===== src/hdl/cpx_pkg.sv =====
// Package for the cpio newc file extractor.
// Holds phase and command codes, header offsets and small decode helpers.
// No dependencies.
`timescale 1ns / 1ps
`default_nettype none

package cpx_pkg;

  typedef enum logic [2:0] {
    PH_HEADER,
    PH_NAME,
    PH_NAME_PAD,
    PH_DATA,
    PH_DATA_PAD
  } phase_t;

  // Input commands
  localparam logic [1:0] CMD_NAME_CHAR  = 2'd0;
  localparam logic [1:0] CMD_ARCHIVE    = 2'd1;
  localparam logic [1:0] CMD_NEW_SEARCH = 2'd2;

  // Result status codes
  localparam logic [1:0] ST_DATA      = 2'd0;
  localparam logic [1:0] ST_EMPTY     = 2'd1;
  localparam logic [1:0] ST_NOT_FOUND = 2'd2;

  // Header layout (byte offsets within the 110-byte newc header)
  localparam logic [31:0] HDR_LAST    = 32'd109;
  localparam logic [31:0] FSIZE_FIRST = 32'd54;
  localparam logic [31:0] FSIZE_END   = 32'd62;
  localparam logic [31:0] NSIZE_FIRST = 32'd94;
  localparam logic [31:0] NSIZE_END   = 32'd102;
  localparam logic [31:0] TRAILER_LEN = 32'd10;

  localparam logic [7:0] CHAR_CR   = 8'h0D;
  localparam logic [7:0] CHAR_LF   = 8'h0A;
  localparam logic [7:0] CHAR_A    = 8'h41;
  localparam logic [7:0] CHAR_ZERO = 8'h30;

  function automatic logic [7:0] trailer_char(input logic [3:0] idx);
    logic [7:0] c;
    case (idx)
      4'd0: c = 8'h54;  // T
      4'd1: c = 8'h52;  // R
      4'd2: c = 8'h41;  // A
      4'd3: c = 8'h49;  // I
      4'd4: c = 8'h4C;  // L
      4'd5: c = 8'h45;  // E
      4'd6: c = 8'h52;  // R
      default: c = 8'h21;  // !
    endcase
    return c;
  endfunction

  // Letters A-F (and a-f, by the low nibble) map to 10..15, the rest to c - '0'
  function automatic logic [3:0] hex_nibble(input logic [7:0] c);
    logic [7:0] v;
    if (c >= CHAR_A) begin
      v = c - CHAR_A + 8'd10;
    end else begin
      v = c - CHAR_ZERO;
    end
    return v[3:0];
  endfunction

  // Pad after header plus name; the header length is 2 modulo 4
  function automatic logic [1:0] name_pad(input logic [31:0] ns);
    return 2'd0 - (ns[1:0] + 2'd2);
  endfunction

  function automatic logic [1:0] data_pad(input logic [31:0] fs);
    return 2'd0 - fs[1:0];
  endfunction

  function automatic phase_t after_data(input logic [31:0] fs);
    return (data_pad(fs) != 2'd0) ? PH_DATA_PAD : PH_HEADER;
  endfunction

  function automatic phase_t after_name(input logic [31:0] ns, input logic [31:0] fs);
    phase_t p;
    if (name_pad(ns) != 2'd0) begin
      p = PH_NAME_PAD;
    end else if (fs != 32'd0) begin
      p = PH_DATA;
    end else begin
      p = after_data(fs);
    end
    return p;
  endfunction

endpackage

`default_nettype wire


===== src/hdl/cpx_if.sv =====
// Valid/ready channel interfaces for the cpio newc file extractor.
// One interface for the command channel, one for the result channel.
// No dependencies.
`timescale 1ns / 1ps
`default_nettype none

interface cpx_in_if;
  logic       valid;
  logic       ready;
  logic [1:0] cmd;
  logic [7:0] data_byte;

  modport source (output valid, output cmd, output data_byte, input ready);
  modport sink (input valid, input cmd, input data_byte, output ready);
endinterface

interface cpx_out_if;
  logic       valid;
  logic       ready;
  logic [1:0] status;
  logic [7:0] data_out;
  logic       last;

  modport source (output valid, output status, output data_out, output last, input ready);
  modport sink (input valid, input status, input data_out, input last, output ready);
endinterface

`default_nettype wire


===== src/hdl/cpx_ram.sv =====
// Generic single-write, single-read RAM with registered read data.
// Read during a write to the same address returns the old contents.
// No dependencies.
`timescale 1ns / 1ps
`default_nettype none

module cpx_ram #(
  parameter int WIDTH = 8,
  parameter int DEPTH = 256
) (
  input  wire logic                                    clk,
  input  wire logic                                    wr_en,
  input  wire logic [(DEPTH > 1 ? $clog2(DEPTH) : 1)-1:0] wr_addr,
  input  wire logic [WIDTH-1:0]                        wr_data,
  input  wire logic [(DEPTH > 1 ? $clog2(DEPTH) : 1)-1:0] rd_addr,
  output logic      [WIDTH-1:0]                        rd_data
);

  logic [WIDTH-1:0] mem [DEPTH];

  always_ff @(posedge clk) begin
    if (wr_en) begin
      mem[wr_addr] <= wr_data;
    end
    rd_data <= mem[rd_addr];
  end

endmodule

`default_nettype wire


===== src/hdl/cpio_newc_file_extractor_core.sv =====
// cpio newc file extractor, top level.
// Depends on cpx_pkg, the cpx_in_if / cpx_out_if interfaces and cpx_ram.
//
// in_ch carries commands: CMD_NAME_CHAR loads one target name character (CR
// and LF are dropped), CMD_NEW_SEARCH clears the name and the parser, and
// CMD_ARCHIVE feeds one byte of a newc archive. An item is taken at a clock
// edge where valid and ready are both high.
// out_ch carries results: each data byte of the first entry whose name equals
// the target (ST_DATA, last on the final byte), a single ST_EMPTY item for a
// matching empty file, or a single ST_NOT_FOUND item at the trailer. After
// that, drop archive bytes until the next new-search command.
// Timing: one item per cycle, sustained while no result stalls; a result is
// valid on out_ch the cycle after the item that causes it. The target name sits
// in a RAM with a registered read: fetch the entry for the next name byte ahead
// and bypass a name character written to that entry in the same cycle.
// Reset and stalls: rst (synchronous) empties the name and clears the parser
// and the result valid flag; the name RAM is not cleared, as only entries below
// the name length are compared. A stalled result blocks in_ch, which is ready
// again in the cycle that result is taken.
`timescale 1ns / 1ps
`default_nettype none

module cpio_newc_file_extractor_core
  import cpx_pkg::*;
#(
  parameter int NAME_MAX = 256
) (
  input wire logic  clk,
  input wire logic  rst,
  cpx_in_if.sink    in_ch,
  cpx_out_if.source out_ch
);

  localparam int AW  = (NAME_MAX > 1) ? $clog2(NAME_MAX) : 1;
  localparam int TLW = $clog2(NAME_MAX + 1);

  // Parser and name state
  logic [TLW-1:0] target_length,       target_length_next;
  logic           name_too_long,       name_too_long_next;
  phase_t         phase,               phase_next;
  logic [31:0]    byte_count,          byte_count_next;
  logic [31:0]    entry_name_size,     entry_name_size_next;
  logic [31:0]    entry_file_size,     entry_file_size_next;
  logic           name_still_equal,    name_still_equal_next;
  logic           trailer_still_equal, trailer_still_equal_next;
  logic           entry_selected,      entry_selected_next;
  logic           search_finished,     search_finished_next;

  // Result register
  logic           out_valid;
  logic [1:0]     out_status;
  logic [7:0]     out_data;
  logic           out_last;

  // Name RAM access
  logic           wr_en;
  logic [AW-1:0]  wr_addr;
  logic [AW-1:0]  rd_addr;
  logic [7:0]     ram_rdata;
  logic           byp_hit;
  logic [7:0]     byp_data;
  logic [7:0]     name_char;

  // Combinational results of this item
  logic           in_accept;
  logic           emit;
  logic [1:0]     emit_status;
  logic [7:0]     emit_data;
  logic           emit_last;
  logic           fin_name;
  logic [31:0]    bc_inc;
  logic           hit;

  // Accept whenever the result register is empty or being drained
  assign in_ch.ready = !out_valid || out_ch.ready;
  assign in_accept   = in_ch.valid && in_ch.ready;
  assign bc_inc      = byte_count + 32'd1;

  assign wr_addr   = target_length[AW-1:0];
  assign rd_addr   = byte_count_next[AW-1:0];
  assign name_char = byp_hit ? byp_data : ram_rdata;

  cpx_ram #(
    .WIDTH (8),
    .DEPTH (NAME_MAX)
  ) u_name_ram (
    .clk     (clk),
    .wr_en   (wr_en),
    .wr_addr (wr_addr),
    .wr_data (in_ch.data_byte),
    .rd_addr (rd_addr),
    .rd_data (ram_rdata)
  );

  always_comb begin
    target_length_next       = target_length;
    name_too_long_next       = name_too_long;
    phase_next               = phase;
    byte_count_next          = byte_count;
    entry_name_size_next     = entry_name_size;
    entry_file_size_next     = entry_file_size;
    name_still_equal_next    = name_still_equal;
    trailer_still_equal_next = trailer_still_equal;
    entry_selected_next      = entry_selected;
    search_finished_next     = search_finished;
    emit        = 1'b0;
    emit_status = ST_DATA;
    emit_data   = 8'd0;
    emit_last   = 1'b0;
    wr_en       = 1'b0;
    fin_name    = 1'b0;
    hit         = 1'b0;

    if (in_accept) begin
      case (in_ch.cmd)
        CMD_NAME_CHAR: begin
          // Drop line terminators; flag overflow and drop the character
          if (in_ch.data_byte != CHAR_CR && in_ch.data_byte != CHAR_LF) begin
            if (target_length < TLW'(NAME_MAX)) begin
              wr_en              = 1'b1;
              target_length_next = target_length + 1'b1;
            end else begin
              name_too_long_next = 1'b1;
            end
          end
        end
        CMD_ARCHIVE: begin
          if (!search_finished) begin
            case (phase)
              PH_HEADER: begin
                if (byte_count >= FSIZE_FIRST && byte_count < FSIZE_END) begin
                  entry_file_size_next = {entry_file_size[27:0],
                                          hex_nibble(in_ch.data_byte)};
                end
                if (byte_count >= NSIZE_FIRST && byte_count < NSIZE_END) begin
                  entry_name_size_next = {entry_name_size[27:0],
                                          hex_nibble(in_ch.data_byte)};
                end
                if (byte_count >= HDR_LAST) begin
                  phase_next               = PH_NAME;
                  byte_count_next          = 32'd0;
                  name_still_equal_next    = 1'b1;
                  trailer_still_equal_next = 1'b1;
                  // An empty name is decided on the last header byte
                  fin_name = (entry_name_size == 32'd0);
                end else begin
                  byte_count_next = bc_inc;
                end
              end
              PH_NAME: begin
                if (byte_count < 32'(target_length)) begin
                  if (name_char != in_ch.data_byte) name_still_equal_next = 1'b0;
                end else if (byte_count == 32'(target_length)) begin
                  if (in_ch.data_byte != 8'd0) name_still_equal_next = 1'b0;
                end
                if (byte_count < TRAILER_LEN) begin
                  if (trailer_char(byte_count[3:0]) != in_ch.data_byte) begin
                    trailer_still_equal_next = 1'b0;
                  end
                end else if (byte_count == TRAILER_LEN) begin
                  if (in_ch.data_byte != 8'd0) trailer_still_equal_next = 1'b0;
                end
                if (bc_inc >= entry_name_size) begin
                  fin_name = 1'b1;
                end else begin
                  byte_count_next = bc_inc;
                end
              end
              PH_NAME_PAD: begin
                if (bc_inc >= 32'(name_pad(entry_name_size))) begin
                  phase_next      = (entry_file_size != 32'd0) ? PH_DATA
                                                               : after_data(entry_file_size);
                  byte_count_next = 32'd0;
                end else begin
                  byte_count_next = bc_inc;
                end
              end
              PH_DATA: begin
                if (entry_selected) begin
                  emit      = 1'b1;
                  emit_data = in_ch.data_byte;
                  emit_last = (bc_inc >= entry_file_size);
                  if (emit_last) begin
                    search_finished_next = 1'b1;
                  end else begin
                    byte_count_next = bc_inc;
                  end
                end else if (bc_inc >= entry_file_size) begin
                  phase_next      = after_data(entry_file_size);
                  byte_count_next = 32'd0;
                end else begin
                  byte_count_next = bc_inc;
                end
              end
              PH_DATA_PAD: begin
                if (bc_inc >= 32'(data_pad(entry_file_size))) begin
                  phase_next      = PH_HEADER;
                  byte_count_next = 32'd0;
                end else begin
                  byte_count_next = bc_inc;
                end
              end
              default: begin
                phase_next      = PH_HEADER;
                byte_count_next = 32'd0;
              end
            endcase
          end
        end
        CMD_NEW_SEARCH: begin
          target_length_next       = '0;
          name_too_long_next       = 1'b0;
          phase_next               = PH_HEADER;
          byte_count_next          = 32'd0;
          entry_name_size_next     = 32'd0;
          entry_file_size_next     = 32'd0;
          name_still_equal_next    = 1'b1;
          trailer_still_equal_next = 1'b1;
          entry_selected_next      = 1'b0;
          search_finished_next     = 1'b0;
        end
        default: begin
        end
      endcase
    end

    // Name region done: trailer first, then the target
    if (fin_name) begin
      hit = name_still_equal_next && !name_too_long &&
            (entry_name_size > 32'(target_length));
      if (trailer_still_equal_next && entry_name_size > TRAILER_LEN) begin
        search_finished_next = 1'b1;
        emit        = 1'b1;
        emit_status = ST_NOT_FOUND;
        emit_last   = 1'b1;
      end else if (hit && entry_file_size == 32'd0) begin
        entry_selected_next  = 1'b1;
        search_finished_next = 1'b1;
        emit        = 1'b1;
        emit_status = ST_EMPTY;
        emit_last   = 1'b1;
      end else begin
        entry_selected_next = entry_selected || hit;
        phase_next          = after_name(entry_name_size, entry_file_size);
        byte_count_next     = 32'd0;
      end
    end
  end

  // Control state
  always_ff @(posedge clk) begin
    if (rst) begin
      target_length       <= '0;
      name_too_long       <= 1'b0;
      phase               <= PH_HEADER;
      byte_count          <= 32'd0;
      entry_name_size     <= 32'd0;
      entry_file_size     <= 32'd0;
      name_still_equal    <= 1'b1;
      trailer_still_equal <= 1'b1;
      entry_selected      <= 1'b0;
      search_finished     <= 1'b0;
      out_valid           <= 1'b0;
      byp_hit             <= 1'b0;
    end else begin
      target_length       <= target_length_next;
      name_too_long       <= name_too_long_next;
      phase               <= phase_next;
      byte_count          <= byte_count_next;
      entry_name_size     <= entry_name_size_next;
      entry_file_size     <= entry_file_size_next;
      name_still_equal    <= name_still_equal_next;
      trailer_still_equal <= trailer_still_equal_next;
      entry_selected      <= entry_selected_next;
      search_finished     <= search_finished_next;
      // Forward a name character written to the entry being fetched
      byp_hit             <= wr_en && (wr_addr == rd_addr);
      if (emit) begin
        out_valid <= 1'b1;
      end else if (out_ch.ready) begin
        out_valid <= 1'b0;
      end
    end
  end

  // Payload registers
  always_ff @(posedge clk) begin
    byp_data <= in_ch.data_byte;
    if (emit) begin
      out_status <= emit_status;
      out_data   <= emit_data;
      out_last   <= emit_last;
    end
  end

  assign out_ch.valid    = out_valid;
  assign out_ch.status   = out_status;
  assign out_ch.data_out = out_data;
  assign out_ch.last     = out_last;

endmodule

`default_nettype wire


===== src/flat_wrapper.sv =====
// flat-port wrapper written by rule: the top's interface ports become plain ports
module cpio_newc_file_extractor_core_flat import cpx_pkg::*;
#(
  parameter int NAME_MAX = 256
)
  (clk, rst, in_ch_valid, in_ch_cmd, in_ch_data_byte, in_ch_ready, out_ch_valid, out_ch_status, out_ch_data_out, out_ch_last, out_ch_ready);
  cpx_in_if in_ch_i ();
  cpx_out_if out_ch_i ();
  input wire logic clk;
  input wire logic rst;
  input wire logic [$bits(in_ch_i.valid)-1:0] in_ch_valid;
  input wire logic [$bits(in_ch_i.cmd)-1:0] in_ch_cmd;
  input wire logic [$bits(in_ch_i.data_byte)-1:0] in_ch_data_byte;
  output wire logic [$bits(in_ch_i.ready)-1:0] in_ch_ready;
  output wire logic [$bits(out_ch_i.valid)-1:0] out_ch_valid;
  output wire logic [$bits(out_ch_i.status)-1:0] out_ch_status;
  output wire logic [$bits(out_ch_i.data_out)-1:0] out_ch_data_out;
  output wire logic [$bits(out_ch_i.last)-1:0] out_ch_last;
  input wire logic [$bits(out_ch_i.ready)-1:0] out_ch_ready;
  assign in_ch_i.valid = in_ch_valid;
  assign in_ch_i.cmd = in_ch_cmd;
  assign in_ch_i.data_byte = in_ch_data_byte;
  assign in_ch_ready = in_ch_i.ready;
  assign out_ch_valid = out_ch_i.valid;
  assign out_ch_status = out_ch_i.status;
  assign out_ch_data_out = out_ch_i.data_out;
  assign out_ch_last = out_ch_i.last;
  assign out_ch_i.ready = out_ch_ready;
  cpio_newc_file_extractor_core #(.NAME_MAX(NAME_MAX)) u_core (.clk(clk), .rst(rst), .in_ch(in_ch_i), .out_ch(out_ch_i));
endmodule

===== config.mk =====
export PLATFORM = sky130hd
export DESIGN_NAME = cpio_newc_file_extractor_core_flat
export DESIGN_NICKNAME = d
export VERILOG_FILES = /design/src/hdl/cpx_pkg.sv /design/src/hdl/cpx_if.sv /design/src/hdl/cpx_ram.sv /design/src/hdl/cpio_newc_file_extractor_core.sv /design/src/flat_wrapper.sv
export SDC_FILE = /design/constraint.sdc
export NUM_CORES = 2
export LEC_CHECK = 0
export BUFFER_PORTS_ARGS = -buffer_cell sky130_fd_sc_hd__buf_4
export CELL_PAD_IN_SITES_DETAIL_PLACEMENT = 1
export CELL_PAD_IN_SITES_GLOBAL_PLACEMENT = 1
export CORE_MARGIN = 1
export CORE_UTILIZATION = 50
export CTS_BUF_LIST = sky130_fd_sc_hd__clkbuf_16
export CTS_CLUSTER_SIZE = 16
export DETAILED_ROUTE_END_ITERATION = 8
export PLACE_DENSITY = 0.71
export RECOVER_POWER = 50
export SYNTH_ARGS = -nofsm -noshare
export SYNTH_HDL_FRONTEND = slang
export SYNTH_HIERARCHICAL = 1
export SYNTH_SLANG_ARGS = --single-unit

===== constraint.sdc =====
create_clock -name clk -period 9.1 [get_ports clk]
set_input_delay 0.91 -clock clk [delete_from_list [all_inputs] [get_ports clk]]
set_output_delay 0.91 -clock clk [all_outputs]
set_load 0.01 [all_outputs]

==> results.py <==
metrics = {
    "finish": {
        "area_delta_synth_final_pct": 10.75,
        "drive_gt1_frac": 0.1771,
        "nets": 5326,
        "fillers": 15930,
    },
    "detailed_routing": {
        "viasPerCell": 6.487,
        "dr.pass1.iters": 5,
        "drt_iter0_markers": 5696,
        "drc": 0,
        "wirelength_mm": 253.7,
        "ant_nets": 0,
        "drt-wirelength-per-cell_um": 32.73,
        "vias": 50290,
    },
    "cts": {
        "cts.sinks": 2190,
        "cts-root-buf": "clkbuf_16",
        "cts_buffers": 214,
        "clk_pin_slew_worst_paths_ns": 0.06,
        "cts.htree.levels": 4,
        "cts_hold_buf": 0,
        "cts_tree": "done",
        "clk_path_buf_depth": 3,
        "clock_latency_ns": 0.86,
    },
    "floorplan": {
        "coreArea_mm2": 0.1786,
        "die_y_um": 426.2,
        "ios": 27,
        "num_rows": 155,
        "die_x_um": 426.2,
        "initial_core_util": 0.5037,
        "die_area_mm2": 0.1816,
    },
    "synth": {
        "synth_area_mm2": 0.08997,
        "netlist_top_cells_area": "edfxtp_1 69%, mux4_2 11%, dfxtp_1 2.9%, nor2_1 1.9%, mux2i_1 1.8%",
        "synth-main-ff-cell": "edfxtp_1",
        "postSynthAreaPerCell_um2": 17.54,
        "synth_area_leader_cell": "edfxtp_1",
        "synthesis.nets": 5244,
        "synth_top_area_frac": 0.6872,
        "ys_types": 93,
        "synth_seq_cells": 2190,
        "synth_commonest_cells": "2059 x edfxtp_1, 454 x mux4_2, 448 x nor2_1, 253 x a21oi_1, 181 x clkbuf_1",
        "synth-seq-area-share": 0.7164,
        "synth_warnings": 6,
        "yosysMostFrequentCell": "edfxtp_1",
        "async_flop_share": 0,
        "synth-edff-count": 2059,
        "synth_cells": 5128,
    },
    "placed_design": {
        "hpwl_mm": 162.8,
        "port_buffers": 26,
        "place_congestion": 0.8978,
    },
    "power": {
        "seq_power_share": 0.537,
        "power_frac_clock": 0.424,
        "p_total_uw": 20610,
        "p_sw_uw": 4401,
        "power.density_mw_per_mm2": 206.9,
        "cellInternalPower_uw": 16210,
        "power.leakage_uw": 0.03044,
        "peakVddDrop_v": 0.0001824,
        "combPwrFrac": 0.039,
        "switching_share": 0.2135,
    },
    "sta": {
        "slew_violations": 1956,
        "hold_viol_final": 0,
        "rsz0062_at_grt": "no",
        "skew_ns": 0.04323,
        "max_slew_margin": -3.792,
        "worst_slew_pin_slew_ns": 7.188,
        "final.min_clock_period_ns": 8.849,
        "max_freq_mhz": 113.0,
        "setup_violations": 0,
        "fin_crit_sh": 0.9724,
        "whs_ns": 0.4736,
    },
    "critical_path": {
        "end_kind": "flop",
        "worstSetupPathType": "flop to flop",
        "start_kind": "flop",
        "worstPathArrival_ns": 9.61,
        "slowest_stage": "a2111oi_0",
        "slowest_delay_ns": 0.90,
        "path_max_fanout": 29,
        "cp.required_ns": 9.86,
    },
    "grt": {
        "grt_max_degree": 150,
        "grt-ovfl-total": 0,
        "grt_antenna_before_repair": 10,
        "grt_pass1_vias": 51230,
        "grt_pass1_wl_mm": 364.7,
        "track_usage": 0.2792,
    },
    "hold_path": {
        "hold_path_class": "input pin to flop",
    },
    "outcome": {
        "violations": "max-capacitance violations, max-slew violations",
        "status": "finished with violations",
    },
    "flow_run": {
        "maxCapViolCount": 32,
    },
}
## metal layers
metal  global-route usage  wire length (µm)  vias up
met4              0.08716              7963        2
met2               0.4529            123400     2220
li1                     -                 -    20880
met5                    0                20        -
met1               0.3851            101800    26770
met3              0.05182             20520      418
## cells in the final DEF, fill, tap and decap left out, types with 20 or more instances in the layout
| cell type | n |
|---|---|
| buf_4 | 114 |
| mux2i_1 | 158 |
| o22ai_1 | 33 |
| clkbuf_16 | 215 |
| clkinv_2 | 42 |
| clkinv_1 | 53 |
| buf_12 | 20 |
| a211oi_1 | 22 |
| nand3_1 | 73 |
| o221ai_1 | 49 |
| xnor2_1 | 29 |
| clkbuf_1 | 47 |
| a22oi_1 | 141 |
| nand4_1 | 43 |
| nor2b_1 | 36 |
| o21ai_0 | 72 |
| edfxtp_1 | 2059 |
| nor2_1 | 437 |
| a21oi_1 | 253 |
| inv_1 | 145 |
| bufinv_16 | 22 |
| mux4_2 | 454 |
| ha_1 | 101 |
| dfxtp_1 | 131 |
| nor4_1 | 49 |
| nor3_1 | 109 |
| nand2_1 | 112 |
## kinds of logic (layout without fill, tap and decap cells)
family	count (synthesis)	in the layout	share of synthesized area
XOR/XNOR	48	48	0.004673
flip-flops	2190	2190	0.7164
AO/OA/AOI/OAI	738	738	0.05477
buffers and inverters	426	691	0.02448
multiplexers	617	617	0.1322
adder cells (fa/ha/maj)	102	102	0.01419
AND/OR/NAND/NOR	1007	1007	0.05332
other	0	4	0
## critical path, delay by kind of cell, from the launching register on
family / cells / cell delay, ns
and+or+nand+nor: 10 / 3.29
AOI/OAI and AO/OA: 9 / 2.75
buffers and inverters: 3 / 0.97
adders and majority gates: 2 / 0.75
DFF: 1 / 0.65
muxes: 1 / 0.33
## power by group through the flow
| stage | Sequential, µW | Combinational (µW) | Clock [µW] |
|---|---|---|---|
| after floorplan | 11200 | 454 | 0 |
| after global placement | 11300 | 783 | 0 |
| after detailed placement | 11300 | 803 | 0 |
| after CTS | 11000 | 807 | 8870 |
| after global routing | 11100 | 855 | 9170 |
| final | 11100 | 799 | 8750 |
## metrics by stage
| step | cell area, µm² | cells | setup WS [ns] | TNS (ns) | util |
|---|---|---|---|---|---|
| after CTS | 99790 | 7743 | 0.2872 | 0 | 0.5587 |
| after global routing | 99630 | 7749 | 0.04040 | 0 | 0.5578 |
| after floorplan | 89970 | 5128 | 3.175 | 0 | - |
| after detailed placement | 92900 | 7344 | -0.1496 | -0.1496 | 0.5201 |
| after global placement | 92900 | 7344 | -0.04775 | -0.04775 | 0.5201 |
| final | 99640 | 7752 | 0.2514 | 0 | 0.5578 |
## final timing paths
kind / cells past startpoint / endpoint / slack [ns] / startpoint
worst max-delay path: 25 / u_core/u_name_ram/rd_data[2] / 0.25 / u_core/byte_count[0]
worst min-delay path: 4 / u_core/entry_selected / 0.47 / in_ch_valid
worst max register to register: 25 / u_core/u_name_ram/rd_data[2] / 0.25 / u_core/byte_count[0]
worst min register to register: 2 / u_core/entry_file_size[1] / 0.52 / u_core/entry_file_size[1]
## cell type report
cell class / instances / area, µm² / area share
clock inverter: 184 / 1506 / 0.01512
sequential: 2190 / 64450 / 0.6469
clock buffer: 215 / 5380 / 0.05400
tap: 2355 / 2947 / 0.02957
antenna: 4 / 10.01 / 0.0001005
timing repair buffer: 185 / 1488 / 0.01493
multi-input combinational: 2512 / 23450 / 0.2354
inverter: 107 / 401.6 / 0.004031
## flip-flops by register name (all words and copies together), names as in the netlist
register,count
u_core/phase,3
u_core/entry_file_size,32
u_core/out_ch.data_out,8
u_core/u_name_ram/rd_data,8
u_core/out_ch.valid,1
u_core/out_ch.status,2
u_core/target_length,9
u_core/entry_name_size,32
u_core/trailer_still_equal,1
u_core/name_still_equal,1
u_core/entry_selected,1
u_core/name_too_long,1
u_core/byte_count,32
u_core/out_ch.last,1
u_core/byp_hit,1
u_core/u_name_ram/mem,2048
u_core/search_finished,1
u_core/byp_data,8
## timing repair
action,4_1_cts,5_1_grt
buffers inserted,0,5
pin swaps,0,1
resized for setup,1,3
endpoints found under the setup margin,1,3
Power figures use the tool's default switching activity.
